File: config.mk
export PLATFORM = sky130hd
export DESIGN_NAME = ohbl_queue
export DESIGN_NICKNAME = d
export VERILOG_FILES = /design/src/sv/ohbl_pkg.sv /design/src/sv/ohbl_queue.sv
export SDC_FILE = /design/constraint.sdc
export NUM_CORES = 1
export LEC_CHECK = 0
export ABC_CLOCK_PERIOD_IN_PS = 5000
export BUFFER_PORTS_ARGS = -buffer_cell sky130_fd_sc_hd__buf_2
export CORE_MARGIN = 3
export CORE_UTILIZATION = 40
export DETAILED_ROUTE_END_ITERATION = 7
export PLACE_DENSITY = 0.66
export SYNTH_ARGS = -nofsm -noshare
export SYNTH_HDL_FRONTEND = slang
export SYNTH_SLANG_ARGS = --single-unit
File: constraint.sdc
create_clock -name clk_i -period 5 [get_ports clk_i]
set_input_delay 0.25 -clock clk_i [delete_from_list [all_inputs] [get_ports clk_i]]
set_output_delay 0.25 -clock clk_i [all_outputs]
set_load 0.005 [all_outputs]
File: src/sv/ohbl_pkg.sv
// shared types and constants of the obstacle height lookup
package ohbl_pkg;

  localparam int DataW = 32;
  localparam int CfgIdxW = 3;

  typedef enum logic [CfgIdxW-1:0] {
    REG_BASE_HEIGHT    = 3'd0,
    REG_X_START        = 3'd1,
    REG_X_RAMP_END     = 3'd2,
    REG_X_PLATEAU_END  = 3'd3,
    REG_X_END          = 3'd4,
    REG_OBSTACLE_LEVEL = 3'd5,
    REG_HALF_WIDTH     = 3'd6,
    REG_EDGE_RAMP      = 3'd7
  } reg_e;

  // which grid cell along one axis: entry ramp, plateau or exit ramp
  typedef enum logic [1:0] {
    SEG_RISE = 2'd0,
    SEG_FLAT = 2'd1,
    SEG_FALL = 2'd2
  } seg_e;

  typedef struct packed {
    logic signed [31:0] base_height;
    logic signed [31:0] x_start;
    logic signed [31:0] x_ramp_end;
    logic signed [31:0] x_plateau_end;
    logic signed [31:0] x_end;
    logic signed [31:0] obstacle_level;
    logic [30:0]        half_width;
    logic [30:0]        edge_ramp;
  } cfg_t;

  typedef struct packed {
    logic        ok;
    seg_e        seg_x;
    seg_e        seg_y;
    logic [31:0] num_x;
    logic [31:0] den_x;
    logic [31:0] num_y;
    logic [31:0] den_y;
  } item_t;

endpackage

File: src/sv/ohbl_queue.sv
// small transaction queue between front end and back end
module ohbl_queue import ohbl_pkg::*; #(
  parameter int DEPTH = 4
) (
  input  logic  clk_i,
  input  logic  rst_ni,
  input  logic  wr_i,
  input  item_t item_i,
  input  logic  rd_i,
  output item_t item_o,
  output logic  full_o,
  output logic  empty_o
);

  localparam int PtrW = $clog2(DEPTH);
  localparam int CntW = $clog2(DEPTH + 1);

  item_t            mem_q [DEPTH];
  logic [PtrW-1:0]  wr_ptr_q, wr_ptr_d;
  logic [PtrW-1:0]  rd_ptr_q, rd_ptr_d;
  logic [CntW-1:0]  cnt_q, cnt_d;

  always_comb begin
    wr_ptr_d = wr_ptr_q;
    rd_ptr_d = rd_ptr_q;
    if (wr_i) begin
      wr_ptr_d = (wr_ptr_q == PtrW'(DEPTH - 1)) ? '0 : wr_ptr_q + 1'b1;
    end
    if (rd_i) begin
      rd_ptr_d = (rd_ptr_q == PtrW'(DEPTH - 1)) ? '0 : rd_ptr_q + 1'b1;
    end
    case ({wr_i, rd_i})
      2'b10:   cnt_d = cnt_q + 1'b1;
      2'b01:   cnt_d = cnt_q - 1'b1;
      default: cnt_d = cnt_q;
    endcase
  end

  always_ff @(posedge clk_i or negedge rst_ni) begin
    if (!rst_ni) begin
      wr_ptr_q <= '0;
      rd_ptr_q <= '0;
      cnt_q    <= '0;
    end else begin
      wr_ptr_q <= wr_ptr_d;
      rd_ptr_q <= rd_ptr_d;
      cnt_q    <= cnt_d;
    end
  end

  always_ff @(posedge clk_i) begin
    if (wr_i) begin
      mem_q[wr_ptr_q] <= item_i;
    end
  end

  assign item_o  = mem_q[rd_ptr_q];
  assign full_o  = (cnt_q == CntW'(DEPTH));
  assign empty_o = (cnt_q == '0);

endmodule

==> impl_metrics.yaml <==
placement:
  hpwl_mm: 22.3
  gp_congestion: 0.675
  port_buffers: 271
yosys:
  netlist.area_leader.share_pct: 81.6
  ys.warnings.count: 0
  syn-num-nets: 877
  yosys.area.top_type: "edfxtp_1"
  synth.avg_cell_area_sq_um: 26.7
  ys_types: 21
  synth_cells: 733
  synthTopCellsByArea: "edfxtp_1, mux4_2, dfrtp_1"
  netlist_area_sq_mm: 0.0196
  synth-seq-area-share_pct: 82.5
  ys_ff_latch: 539
route:
  wl_per_cell_um: 21.1
  drc: 0
  drt_iter0_markers: 543
  wl_mm: 38.8
  vias: 9181
  ant_nets: 0
  drt_first_pass_iters: 4
  vias_per_cell: 5.01
timing:
  fin_worst_skew_ps: 15.1
  worst_pin_slew_ps: 1070
  drv_slew: 0
  rsz0062_at_grt: "false"
  slew_headroom_pct: 28.7
  min_period_ps: 3160
  setup_viol: 0
  max_freq_ghz: 0.317
  setup_tns_ps: 0
  finalHoldViolCount: 0
  period_share_pct: 63.1
worst_setup_path:
  ff2ff_path_depth: 4
  start_kind: "flop"
  slowest_stage: "dfrtp_4"
  path_max_fanout: 40
  rrSetupSlack_ps: 2480
  arrival_ps: 2910
  path_class: "flop to output pin"
  path_cells: "buf_4 > mux4_2 > buf_2"
  critical_path_required_ps: 4750
  endpoint_kind: "output pin"
  critical_path.max_stage_delay_ps: 950
  worstReg2RegEnd: "mem_q[0][85]"
  r2r_start: "wr_ptr_q[0]"
global_routing:
  grt_pass1_vias: 10235
  grt_overflow_total: 0
  grt_max_degree: 100
  grt_pass1_wl_mm: 59.2
  antenna_found_initial: 4
  grtUsageTotal_pct: 15.2
finish:
  final_common_cell: "edfxtp_1"
  drive_gt1_share_pct: 40.8
  nFillCells: 3735
  syn_to_final_growth_pct: 26.6
  nets: 1322
  final_util_pct: 51.6
  final_cell_mix: "edfxtp_1, buf_2, dlygate4sd3_1, mux4_2, clkbuf_16"
min_path:
  holdPathEnd: "mem_q[3][45]"
  worstHoldPathType: "primary input to flop"
  worstHoldPathCells: 2
  min_from: "item_i[45]"
die:
  die_w_um: 227
  fp.dieArea_sq_mm: 0.0516
  start_util_pct: 40.7
  die_y_um: 227
  pin_count: 272
  std_cell_rows: 80
  core-area_sq_mm: 0.0480
clock_network:
  cts_tree: "done"
  insertion_delay_ps: 580
  clock_path_buffers: 3
  cts.sink_count: 539
  clk_pin_slew_ps: 60
  cts_setup_buffers: 0
  cts-root-buf: "clkbuf_16"
  htreeDepth: 2
  numCtsBuffers: 54
power:
  leakage_nw: 8.50
  peakVddDrop_uv: 455
  powerDensity_mw_per_mm2: 542
job:
  maxCapViolCount: 0
status:
  outcome: "completed"
==> power breakdown <==
group / leakage (nW) / switching (mW) / internal (mW)
combinational: 2.70 / 1.67 / 1.75
clock: 0.838 / 1.60 / 2.30
sequential: 4.97 / 0.308 / 5.79
total: 8.50 / 3.58 / 9.84
==> worst max-delay path: cells and delay by family, from the launching register on <==
| kind | cells | cell delay, ps |
|---|---|---|
| flops | 1 | 950 |
| buf+inv | 2 | 730 |
| mux | 1 | 590 |
==> flip-flops by register name, summed over array words and instances, names as in the netlist <==
signal and count:
mem_q 532, cnt_q 3, rd_ptr_q 2, wr_ptr_q 2
==> area by class of cell <==
| cell class | instances | area [sq um] | share of cell area (%) |
|---|---|---|---|
| flip-flops and latches | 539 | 16200 | 65.2 |
| multi-input cells | 158 | 3220 | 13.0 |
| repair buffers | 419 | 2890 | 11.6 |
| clock buffers | 70 | 1450 | 5.86 |
| well taps | 615 | 769 | 3.11 |
| clock inverters | 24 | 256 | 1.04 |
| inverters | 6 | 22.5 | 0.0909 |
| diodes | 2 | 5.00 | 0.0202 |
==> cell usage after synthesis <==
cell type / n
fa_1: 1
nand2_1: 1
nor2_1: 2
nor3_1: 1
and3_1: 1
mux4_2: 133
or3_1: 1
buf_4: 1
ha_1: 6
clkbuf_1: 6
mux2i_1: 1
buf_6: 7
inv_1: 6
xnor2_1: 1
dfrtp_1: 7
o21ai_0: 2
buf_2: 16
xor2_1: 2
edfxtp_1: 532
mux2_2: 2
and2_1: 4
==> worst max-delay path by stage <==
stage	from	end	slack, ps
after global routing	rd_ptr_q[0]	item_o[63]	1570
final	rd_ptr_q[0]	item_o[63]	1840
after CTS	rd_ptr_q[0]	item_o[63]	1700
after detailed placement	rd_ptr_q[0]	item_o[63]	2350
after floorplan	wr_ptr_q[0]	mem_q[0][0]	820
after global placement	rd_ptr_q[0]	item_o[61]	2360
==> what timing repair did <==
| item | in CTS | in global routing |
|---|---|---|
| hold buffers | 137 | 0 |
| resized for setup | 0 | 0 |
| setup endpoints to repair | 0 | 0 |
| hold endpoints to repair | 543 | 0 |
==> metrics by stage <==
step	total power, mW	hold WS (ps)	worst slack (ps)	area [sq um]	std cells
2_1_floorplan	8.27	-45.6	825	19600	733
3_3_place_gp	9.59	91.9	2360	21700	1600
3_5_place_dp	9.66	96.5	2350	21700	1600
4_1_cts	13.7	358	1700	24800	1831
5_1_grt	14.1	394	1570	24800	1833
6_report	13.4	412	1840	24800	1833
==> cell families after synthesis <==
logic type	Yosys count	share of synthesized area (%)
AOI/OAI and AO/OA	2	0.0511
xor gates and xnor gates	3	0.134
adders and majority gates	7	0.486
buffers and inverters	36	1.08
DFF	539	82.5
muxes	136	15.5
and+or+nand+nor	10	0.275
==> routing by layer <==
metal  vias up  global-route usage, %  share of wire [%]
li1       4074                      -                  -
met1      4794                   19.7                 42
met2       239                   24.9                 48
met3        70                   4.51                7.3
met4         4                   5.00                2.5
met5         -                      0              0.059
No activity file was read; power rests on OpenSTA's default activity.
