`src/sv/ohbl_pkg.sv`:
```
// shared types and constants of the obstacle height lookup
package ohbl_pkg;

  localparam int DataW = 32;
  localparam int CfgIdxW = 3;

  typedef enum logic [CfgIdxW-1:0] {
    REG_BASE_HEIGHT    = 3'd0,
    REG_X_START        = 3'd1,
    REG_X_RAMP_END     = 3'd2,
    REG_X_PLATEAU_END  = 3'd3,
    REG_X_END          = 3'd4,
    REG_OBSTACLE_LEVEL = 3'd5,
    REG_HALF_WIDTH     = 3'd6,
    REG_EDGE_RAMP      = 3'd7
  } reg_e;

  // which grid cell along one axis: entry ramp, plateau or exit ramp
  typedef enum logic [1:0] {
    SEG_RISE = 2'd0,
    SEG_FLAT = 2'd1,
    SEG_FALL = 2'd2
  } seg_e;

  typedef struct packed {
    logic signed [31:0] base_height;
    logic signed [31:0] x_start;
    logic signed [31:0] x_ramp_end;
    logic signed [31:0] x_plateau_end;
    logic signed [31:0] x_end;
    logic signed [31:0] obstacle_level;
    logic [30:0]        half_width;
    logic [30:0]        edge_ramp;
  } cfg_t;

  typedef struct packed {
    logic        ok;
    seg_e        seg_x;
    seg_e        seg_y;
    logic [31:0] num_x;
    logic [31:0] den_x;
    logic [31:0] num_y;
    logic [31:0] den_y;
  } item_t;

endpackage

```
`src/sv/ohbl_front.sv`:
```
// front end: classifies a query point into grid cells and fraction operands
module ohbl_front import ohbl_pkg::*; (
  input  logic               push_i,
  input  logic               q_full_i,
  input  logic signed [31:0] pos_x_i,
  input  logic signed [31:0] pos_y_i,
  input  cfg_t               cfg_i,
  output logic               q_wr_o,
  output item_t              item_o
);

  logic signed [33:0] bx [4];
  logic signed [33:0] by [4];
  logic signed [33:0] dx [4];
  logic signed [33:0] dy [4];
  logic signed [33:0] wx [3];
  logic signed [33:0] wy [3];
  logic [2:0]         cx;
  logic [2:0]         cy;
  logic               in_x;
  logic               in_y;

  always_comb begin
    bx[0] = 34'(cfg_i.x_start);
    bx[1] = 34'(cfg_i.x_ramp_end);
    bx[2] = 34'(cfg_i.x_plateau_end);
    bx[3] = 34'(cfg_i.x_end);
    by[3] = $signed({3'b000, cfg_i.half_width});
    by[0] = -by[3];
    by[1] = by[0] + $signed({3'b000, cfg_i.edge_ramp});
    by[2] = by[3] - $signed({3'b000, cfg_i.edge_ramp});
    for (int i = 0; i < 4; i++) begin
      dx[i] = 34'(pos_x_i) - bx[i];
      dy[i] = 34'(pos_y_i) - by[i];
    end
    for (int i = 0; i < 3; i++) begin
      wx[i] = bx[i+1] - bx[i];
      wy[i] = by[i+1] - by[i];
      cx[i] = !dx[i][33] && dx[i+1][33];
      cy[i] = !dy[i][33] && dy[i+1][33];
    end
    in_x = !dx[0][33] && (dx[0] != '0) && dx[3][33];
    in_y = !dy[0][33] && (dy[0] != '0) && dy[3][33];
  end

  always_comb begin
    item_o = '0;
    item_o.ok = in_x && in_y && (|cx) && (|cy);
    if (cx[0]) begin
      item_o.seg_x = SEG_RISE;
      item_o.num_x = dx[0][31:0];
      item_o.den_x = wx[0][31:0];
    end else if (cx[1]) begin
      item_o.seg_x = SEG_FLAT;
      item_o.num_x = dx[1][31:0];
      item_o.den_x = wx[1][31:0];
    end else begin
      item_o.seg_x = SEG_FALL;
      item_o.num_x = dx[2][31:0];
      item_o.den_x = wx[2][31:0];
    end
    if (cy[0]) begin
      item_o.seg_y = SEG_RISE;
      item_o.num_y = dy[0][31:0];
      item_o.den_y = wy[0][31:0];
    end else if (cy[1]) begin
      item_o.seg_y = SEG_FLAT;
      item_o.num_y = dy[1][31:0];
      item_o.den_y = wy[1][31:0];
    end else begin
      item_o.seg_y = SEG_FALL;
      item_o.num_y = dy[2][31:0];
      item_o.den_y = wy[2][31:0];
    end
  end

  assign q_wr_o = push_i && !q_full_i;

endmodule

```
`config.mk`:
```
export PLATFORM = sky130hd
export DESIGN_NAME = ohbl_front
export DESIGN_NICKNAME = d
export VERILOG_FILES = /design/src/sv/ohbl_pkg.sv /design/src/sv/ohbl_front.sv
export SDC_FILE = /design/constraint.sdc
export NUM_CORES = 1
export LEC_CHECK = 0
export ABC_AREA = 1
export BUFFER_PORTS_ARGS = -buffer_cell sky130_fd_sc_hd__buf_2
export CAP_MARGIN = 20
export CELL_PAD_IN_SITES_DETAIL_PLACEMENT = 2
export CELL_PAD_IN_SITES_GLOBAL_PLACEMENT = 2
export CORE_UTILIZATION = 25
export DETAILED_ROUTE_END_ITERATION = 7
export PLACE_DENSITY = 0.84
export SETUP_SLACK_MARGIN = 0.2
export SLEW_MARGIN = 20
export SYNTH_ARGS = -nofsm -noshare
export SYNTH_HDL_FRONTEND = slang
export SYNTH_SLANG_ARGS = --single-unit
```
`constraint.sdc`:
```
create_clock -name vclk -period 4.3
set_clock_uncertainty 0.1 [all_clocks]
set_input_delay 0 -clock vclk [all_inputs]
set_output_delay 0 -clock vclk [all_outputs]
set_load 0.02 [all_outputs]
```
==> metrics.md, run 1 <==
| Metric | Value |
|---|---|
| Status | `stopped before the end` |
| Last stage the flow got to | `global routing (5_1_grt)` |
| First Err | `[ERROR GRT-0232] Routing congestion too high. Check the congestion heatmap in the GUI.` |
| Syn nets | `5387` |
| I/O pin count | `between 400 and 500` |
| HPWL Detailed | `183000 µm` |
| Synth unique cells | `60` |
| Post-synth top area share | `23.00%` |
| Dpl cells | `7398` |
| Pin count of the biggest net entering global routing | `45` |
| Sequential area share after synthesis | `0%` |
| Worst ep type | `output port` |
| Die Y | `329.6 µm` |
| GRT Util Overall | `67.96%` |
| Initial core utilization | `25.34%` |
| Synthesized area per cell | `5.881 µm²` |
| Post-synthesis cell type with the largest combined area | `ha_1` |
| Placed cell area | `approximately 0.04 mm²` |
| Grt repair worst endpoint | `item_o[54]` |
| Total gr overflow | `479` |
| Die Wd | `329.6 µm` |
| GPL Wtd Cong | `0.9960` |
| Largest cells by area after synthesis | `ha_1 23%, nand2_1 15%, inv_1 9.4%` |
| Total number of yosys warnings | `0` |
| Cell Area, Synth | `0.02682 mm²` |
| Instance count of the mapped netlist | `between 4000 and 5000` |
| # rows | `~120` |
| Port Buffers | `390` |
-- per-layer routing --
metal	track usage, %	GRT overflow
met5	30.74	2
met1	67.22	24
met4	63.30	150
met2	85.35	278
met3	54.19	25
-- cell usage after synthesis (3+ instances only) --
cell type  number
a2111oi_0       3
a211oi_1       14
a21boi_0       28
a21o_1         25
a21oi_1       492
a221oi_1        8
a31o_2          3
a31oi_1        46
buf_1           3
buf_2          18
buf_6           9
clkbuf_1       27
fa_1           13
ha_1          493
inv_1         674
inv_2           7
nand2_1      1046
nand2_2        22
nand3_1       264
nand3_2         9
nand3_4         3
nand3b_1       33
nand4_1        54
nand4_2         3
nor2_1        315
nor2_2          5
nor3_1         42
nor4_1         26
o211ai_1       57
o21a_1         16
o21ai_0       267
o21ai_1        15
o21bai_1       32
o221ai_1        8
o22ai_1        13
o31ai_1        19
or2_0           7
or2_1           6
or2_2           5
xnor2_1       148
xor2_1        259
-- metrics by stage --
step / setup TNS, ps / util, % / worst slack [ps]
after floorplan: -7152 / - / -149.8
after global placement: -76360 / 37.32 / -1204
after detailed placement: -172260 / 37.32 / -2704
after CTS: -96760 / 39.73 / -1507
-- cell families after synthesis --
logic type,Yosys count,share of synthesized area (%)
compound gates,1056,22.24
xor+xnor,409,13.45
fa+ha+maj,506,23.97
buf+inv,740,10.71
simple gates,1850,29.64
-- what timing repair did --
| action | 4_1_cts |
|---|---|
| gates cloned | 11 |
| pin swaps | 90 |
| gates resized for setup | 384 |
| hold buffers | 0 |
| endpoints found under the setup margin | 131 |
| buffers inserted | 76 |
==> run 2, diff against run 1 <==
--- a/config.mk
+++ b/config.mk
@@ -8,12 +8,9 @@
 export ABC_AREA = 1
 export BUFFER_PORTS_ARGS = -buffer_cell sky130_fd_sc_hd__buf_2
 export CAP_MARGIN = 20
-export CELL_PAD_IN_SITES_DETAIL_PLACEMENT = 2
-export CELL_PAD_IN_SITES_GLOBAL_PLACEMENT = 2
-export CORE_UTILIZATION = 25
+export CORE_UTILIZATION = 20
 export DETAILED_ROUTE_END_ITERATION = 7
-export PLACE_DENSITY = 0.84
-export SETUP_SLACK_MARGIN = 0.2
+export PLACE_DENSITY_LB_ADDON = 0.15
 export SLEW_MARGIN = 20
 export SYNTH_ARGS = -nofsm -noshare
 export SYNTH_HDL_FRONTEND = slang
==> constraint.sdc (replaced) <==
create_clock -name vclk -period 5.6
set_clock_uncertainty 0.1 [all_clocks]
set_input_delay 0 -clock vclk [all_inputs]
set_output_delay 0 -clock vclk [all_outputs]
set_load 0.02 [all_outputs]
==> run 2 against run 1 <==
Against the previous run: the flow now finishes, with violations (setup timing); area after synthesis unchanged; synthesized cell count is the same.
==> metrics.md, run 2 <==
| Metric | Value |
|---|---|
| Clock buffers | `0` |
| Critical path required time | `5500 ps` |
| Slew Limit Fails | `0` |
| HPWL Detailed | `126500 µm` |
| Synth cell count leaders | `1046 x nand2_1, 674 x inv_1, 493 x ha_1` |
| Maxcap violations | `0` |
| Area grow syn2layout | `31.09%` |
| Slowest stage cell on the critical path | `ha_4` |
| Min-Delay Path Depth | `3` |
| Failing checks | `setup timing` |
| I/O pin count | `between 400 and 500` |
| Final hold slack | `156.1 ps` |
| Finish-stage setup viols | `8` |
| Cell-internal power | `around 3.9 mW` |
| Final hold viol count | `0` |
| Critical path startpoint category | `primary input` |
| Worst hold path type | `primary input to output pin` |
| Final setup margin | `-24.84 ps` |
| Share of cells above drive strength 1 | `around a fifth` |
| Drt drc | `0` |
| Commonest non-fill, non-tap cell in the layout | `nand2_1` |
| Crit share post-route | `100.4%` |
| Die Y | `368.2 µm` |
| RSZ-0062 raised after global routing | `yes` |
| Cell Area, Synth | `0.02682 mm²` |
| Min-Delay Startpoint | `q_full_i` |
| Status | `finished, violations left` |
| # rows | `roughly 130` |
| Port Buffers | `390` |
| Critical path class | `primary input to output pin` |
| Die area | `0.1356 mm²` |
| Instance count of the mapped netlist | `4561` |
| Syn nets | `5387` |
| Slew at the pin with the worst max-slew slack | `slightly above 900 ps` |
| Switching Share | `about 62%` |
| Post-synthesis cell type with the largest combined area | `ha_1` |
| Max FO, Critical Path | `14` |
| Synth unique cells | `60` |
| CP max stage delay | `about 300 ps` |
| Hold Path End | `q_wr_o` |
| GRT Util Overall | `19.75%` |
| Register share of total power | `0%` |
| Drt wl/cell | `19.91 µm` |
| Total gr overflow | `0` |
| # hold bufs at CTS | `0` |
| Total number of yosys warnings | `0` |
| Pleak | `18.76 nW` |
| Switching Power | `~6.2 mW` |
| Clock power share | `0%` |
| Initial antenna violation count | `14` |
| CP arrival | `5520 ps` |
| Via Count | `around 33000` |
| Pwr Density | `286.6 mW/mm²` |
| Leading cell types in the layout, fill and taps excluded | `1023 x nand2_1, 665 x inv_1, 485 x ha_1` |
| Largest cells by area after synthesis | `ha_1 23%, nand2_1 15%, inv_1 9.4%` |
| Initial core utilization | `between 20 and 25%` |
| Most common cell in the netlist | `nand2_1` |
| Routed Antenna Nets | `0` |
| Min Clock Period, post-route | `5625 ps` |
| Rel. slew slack | `37.75%` |
| Fillers | `15324` |
| Worst setup EP type | `output pin` |
| Initial DRC count | `1937` |
| Die Wd | `368.2 µm` |
| Final WL | `141500 µm` |
| Seq_cells | `0` |
| Vias in the first global route | `approximately 34000` |
| First-pass GRT wire length | `203900 µm` |
| Core area | `0.1333 mm²` |
| Pin count of the biggest net entering global routing | `96` |
| Register area | `0 µm²` |
| Fmax | `~180 MHz` |
| # nets final | `6158` |
| GPL Wtd Cong | `0.9294` |
| Via/cell ratio | `4.658` |
| Post-synth top area share | `23.00%` |
| Sequential area share after synthesis | `0%` |
| Most numerous cell on the critical path | `nand2_2` |
| Synthesized area per cell | `5.881 µm²` |
| Max IR drop VDD | `0.1300 mV` |
| First drt pass iteration count | `6` |
| Area of the multi-input gates | `0.02452 mm²` |
| Setup Total Neg Slack | `-100.7 ps` |
| Combinational fraction of design power | `100.0%` |
==> run 2: cell counts after synthesis <==
No cell type changed its count.
==> run 2: repair_timing <==
action                     4_1_cts  5_1_grt
buffers inserted                 7       17
pin swaps                        9       50
resized for setup               66      143
setup endpoints to repair       66       67
gates cloned                     2        6
==> run 2: routing by layer <==
| layer | track usage (%) | wire length (µm) | share of wire (%) |
|---|---|---|---|
| met2 | 35.17 | 68400 | 48 |
| met1 | 26.45 | 65240 | 46 |
| met5 | 0 | 21 | 0.015 |
| met4 | 2.921 | 2388 | 1.7 |
| met3 | 0.9913 | 5410 | 3.8 |
==> run 2: cells by family (layout without fill, tap and decap cells) <==
| kind of cell | count (synthesis) | count (layout) | synth area share, % |
|---|---|---|---|
| simple gates | 1850 | 1850 | 29.64 |
| compound gates | 1056 | 1056 | 22.24 |
| buf+inv | 740 | 1509 | 10.71 |
| fa+ha+maj | 506 | 506 | 23.97 |
| xor+xnor | 409 | 409 | 13.45 |
| other cells | 0 | 7 | 0 |
==> run 2: layout make-up <==
class	instances	area share, %
inverter	682	7.337
antenna	7	0.04982
multi-input combinational	3821	69.73
timing repair buffer	827	16.59
tap	1768	6.291
==> run 2: stage by stage <==
step | setup WS, ps | util (%) | power (mW) | cell area [µm²] | cells
floorplan | 719.5 | - | 5.496 | 26820 | 4561
detailed placement | -408.1 | 25.53 | 9.547 | 34030 | 7067
global placement | -436.1 | 25.53 | 9.614 | 34030 | 7067
CTS | -4.124 | 25.81 | 9.760 | 34410 | 7076
global route | -431.1 | 26.37 | 10.94 | 35150 | 7100
finish | -24.84 | 26.38 | 10.08 | 35160 | 7105
==> run 2: worst max-delay path, delay by kind of cell <==
kind	cells	cell delay, ps
buffers and inverters	14	1500
adder cells (fa/ha/maj)	3	710
AND/OR/NAND/NOR	30	3270
==> run 2: how the worst max path moves through the flow <==
stage,start,endpoint,slack (ps),depth (start not counted)
after floorplan,cfg_i[31],item_o[0],720,43
after global placement,cfg_i[41],item_o[37],-440,30
after detailed placement,cfg_i[31],item_o[26],-410,45
after CTS,cfg_i[31],item_o[48],-4,45
after global routing,cfg_i[32],item_o[58],-430,47
final,cfg_i[32],item_o[3],-20,47
==> run 2: power groups by stage <==
stage / Sequential (mW) / Clock, mW / Combinational (mW)
4_1_cts: 0 / 0 / 9.76
5_1_grt: 0 / 0.0000000480 / 10.9
3_5_place_dp: 0 / 0 / 9.55
3_3_place_gp: 0 / 0 / 9.61
6_report: 0 / 0.000000168 / 10.1
2_1_floorplan: 0 / 0 / 5.50
No activity file was read; power rests on OpenSTA's default activity.
==> run 3, diff against run 2 <==
==> constraint.sdc (replaced) <==
create_clock -name vclk -period 5.6
set_clock_uncertainty 0.1 [all_clocks]
set_input_delay 1.68 -clock vclk [all_inputs]
set_output_delay 1.68 -clock vclk [all_outputs]
set_load 0.02 [all_outputs]
==> run 3 against run 2 <==
Against the previous run: the flow still finishes with violations (setup timing); via count increased by 19%; setup slack got worse by 3100 ps; global-route usage increased by 2.5 points; combinational power increased by 43%; clock-buffer cell count unchanged; design area increased by 49%; die area unchanged; sequential cell count unchanged; largest cell class unchanged.
==> metrics.md, run 3 (same netlist as run 2, synthesis figures left out) <==
| Metric | Value |
|---|---|
| Pleak | `28.23 nW` |
| # hold bufs at CTS | `0` |
| Cell-internal power | `6.885 mW` |
| Final WL | `157100 µm` |
| Die Wd | `368.2 µm` |
| Via/cell ratio | `4.476` |
| Port Buffers | `390` |
| Total gr overflow | `0` |
| Core Util, Final | `39.43%` |
| Clock power share | `0%` |
| Core area | `0.1333 mm²` |
| Worst setup EP type | `output pin` |
| Rel. slew slack | `63.41%` |
| First-pass GRT wire length | `~230000 µm` |
| Most numerous cell on the critical path | `nand2_2` |
| Clock buffers | `0` |
| First drt pass iteration count | `5` |
| Critical path startpoint category | `primary input` |
| Critical path class | `primary input to output pin` |
| Crit share post-route | `156.0%` |
| Vias in the first global route | `40375` |
| Die area | `0.1356 mm²` |
| Worst hold path type | `primary input to output pin` |
| Dpl cells | `8669` |
| Slew Limit Fails | `0` |
| Placed cell area | `0.04776 mm²` |
| Drt drc | `0` |
| Slowest stage cell on the critical path | `ha_1` |
| Initial antenna violation count | `8` |
| Pin count of the biggest net entering global routing | `40` |
| Area grow syn2layout | `95.94%` |
| Min Clock Period, post-route | `8735 ps` |
| Slew at the pin with the worst max-slew slack | `543.8 ps` |
| Initial core utilization | `20.12%` |
| Layout Cells excl Fill | `8810` |
| Via Count | `39437` |
| Final hold viol count | `0` |
| Switching Share | `52.09%` |
| Final setup margin | `-3135 ps` |
| Pwr Density | `between 200 and 300 mW/mm²` |
| Leading cell types in the layout, fill and taps excluded | `2043 x buf_4, 878 x nand2_1, 649 x inv_1` |
| # nets final | `between 7000 and 8000` |
| Failing checks | `setup timing` |
| Status | `finished, violations left` |
| Final Cell Area | `0.05256 mm²` |
| I/O pin count | `454` |
| Maxcap violations | `0` |
| CP arrival | `6950 ps` |
| HPWL Detailed | `136400 µm` |
| GPL Wtd Cong | `0.9460` |
| Routed Antenna Nets | `0` |
| Commonest non-fill, non-tap cell in the layout | `buf_4` |
| CP Buf/Inv Count | `12` |
| Die Y | `368.2 µm` |
| Finish-stage setup viols | `133` |
| Share of cells above drive strength 1 | `between 40% and 50%` |
| GRT Util Overall | `approximately 22%` |
| Critical path required time | `3820 ps` |
| Register area | `0 µm²` |
| Initial DRC count | `1741` |
| Max FO, Critical Path | `7` |
| Max IR drop VDD | `approximately 0.23 mV` |
| Fmax | `114.5 MHz` |
| RSZ-0062 raised after global routing | `yes` |
| Register share of total power | `0%` |
| Combinational fraction of design power | `100.0%` |
| CP max stage delay | `310 ps` |
| Switching Power | `7.485 mW` |
| Drt wl/cell | `17.83 µm` |
| Delay-heaviest family, CP | `simple AND/OR/NAND/NOR gates` |
| # rows | `around 130` |
| Seq_cells | `0` |
run 3: timing repair:
action / 4_1_cts / 5_1_grt
endpoints found under the setup margin: 133 / 133
gates cloned: 26 / 3
pin swaps: 159 / 171
buffers inserted: 75 / 56
resized for setup: 569 / 311
hold endpoints to repair: 0 / 0
run 3: layout make-up:
class / instances / area [µm²]
fill: 14487 / 80730
multi-input combinational: 3822 / 27560
antenna: 5 / 12.51
timing repair inverter: 1 / 16.27
inverter: 682 / 2670
timing repair buffer: 2532 / 20080
tap: 1768 / 2212
run 3: power by group through the flow:
stage          Sequential (mW)     Clock, mW  Combinational [mW]
2_1_floorplan                0             0                6.43
3_3_place_gp                 0             0                12.5
3_5_place_dp                 0             0                12.5
4_1_cts                      0             0                14.1
5_1_grt                      0  0.0000000722                15.5
6_report                     0   0.000000121                14.4
run 3: stage by stage:
stage | TNS, ps | total power [mW] | hold slack, ps | worst slack (ps)
3_5_place_dp | -336710 | 12.46 | 3510 | -3671
4_1_cts | -296490 | 14.08 | 3511 | -3267
3_3_place_gp | -338960 | 12.50 | 3507 | -3748
6_report | -283840 | 14.37 | 3508 | -3135
2_1_floorplan | -182890 | 6.427 | 3340 | -2210
5_1_grt | -316430 | 15.48 | 3516 | -3434
run 3: metal layers:
layer / share of wire (%) / up-vias / routed length, µm / track usage, %
li1: - / 20368 / - / -
met1: 44 / 18092 / 69360 / 28.02
met2: 50 / 801 / 78180 / 41.61
met3: 3.2 / 172 / 5042 / 0.7435
met4: 2.9 / 4 / 4509 / 4.883
met5: 0.015 / - / 24 / 0
run 3: worst paths after layout:
| path | startpoint | to | cells after the start |
|---|---|---|---|
| max | cfg_i[31] | item_o[48] | 38 |
| min | q_full_i | q_wr_o | 3 |
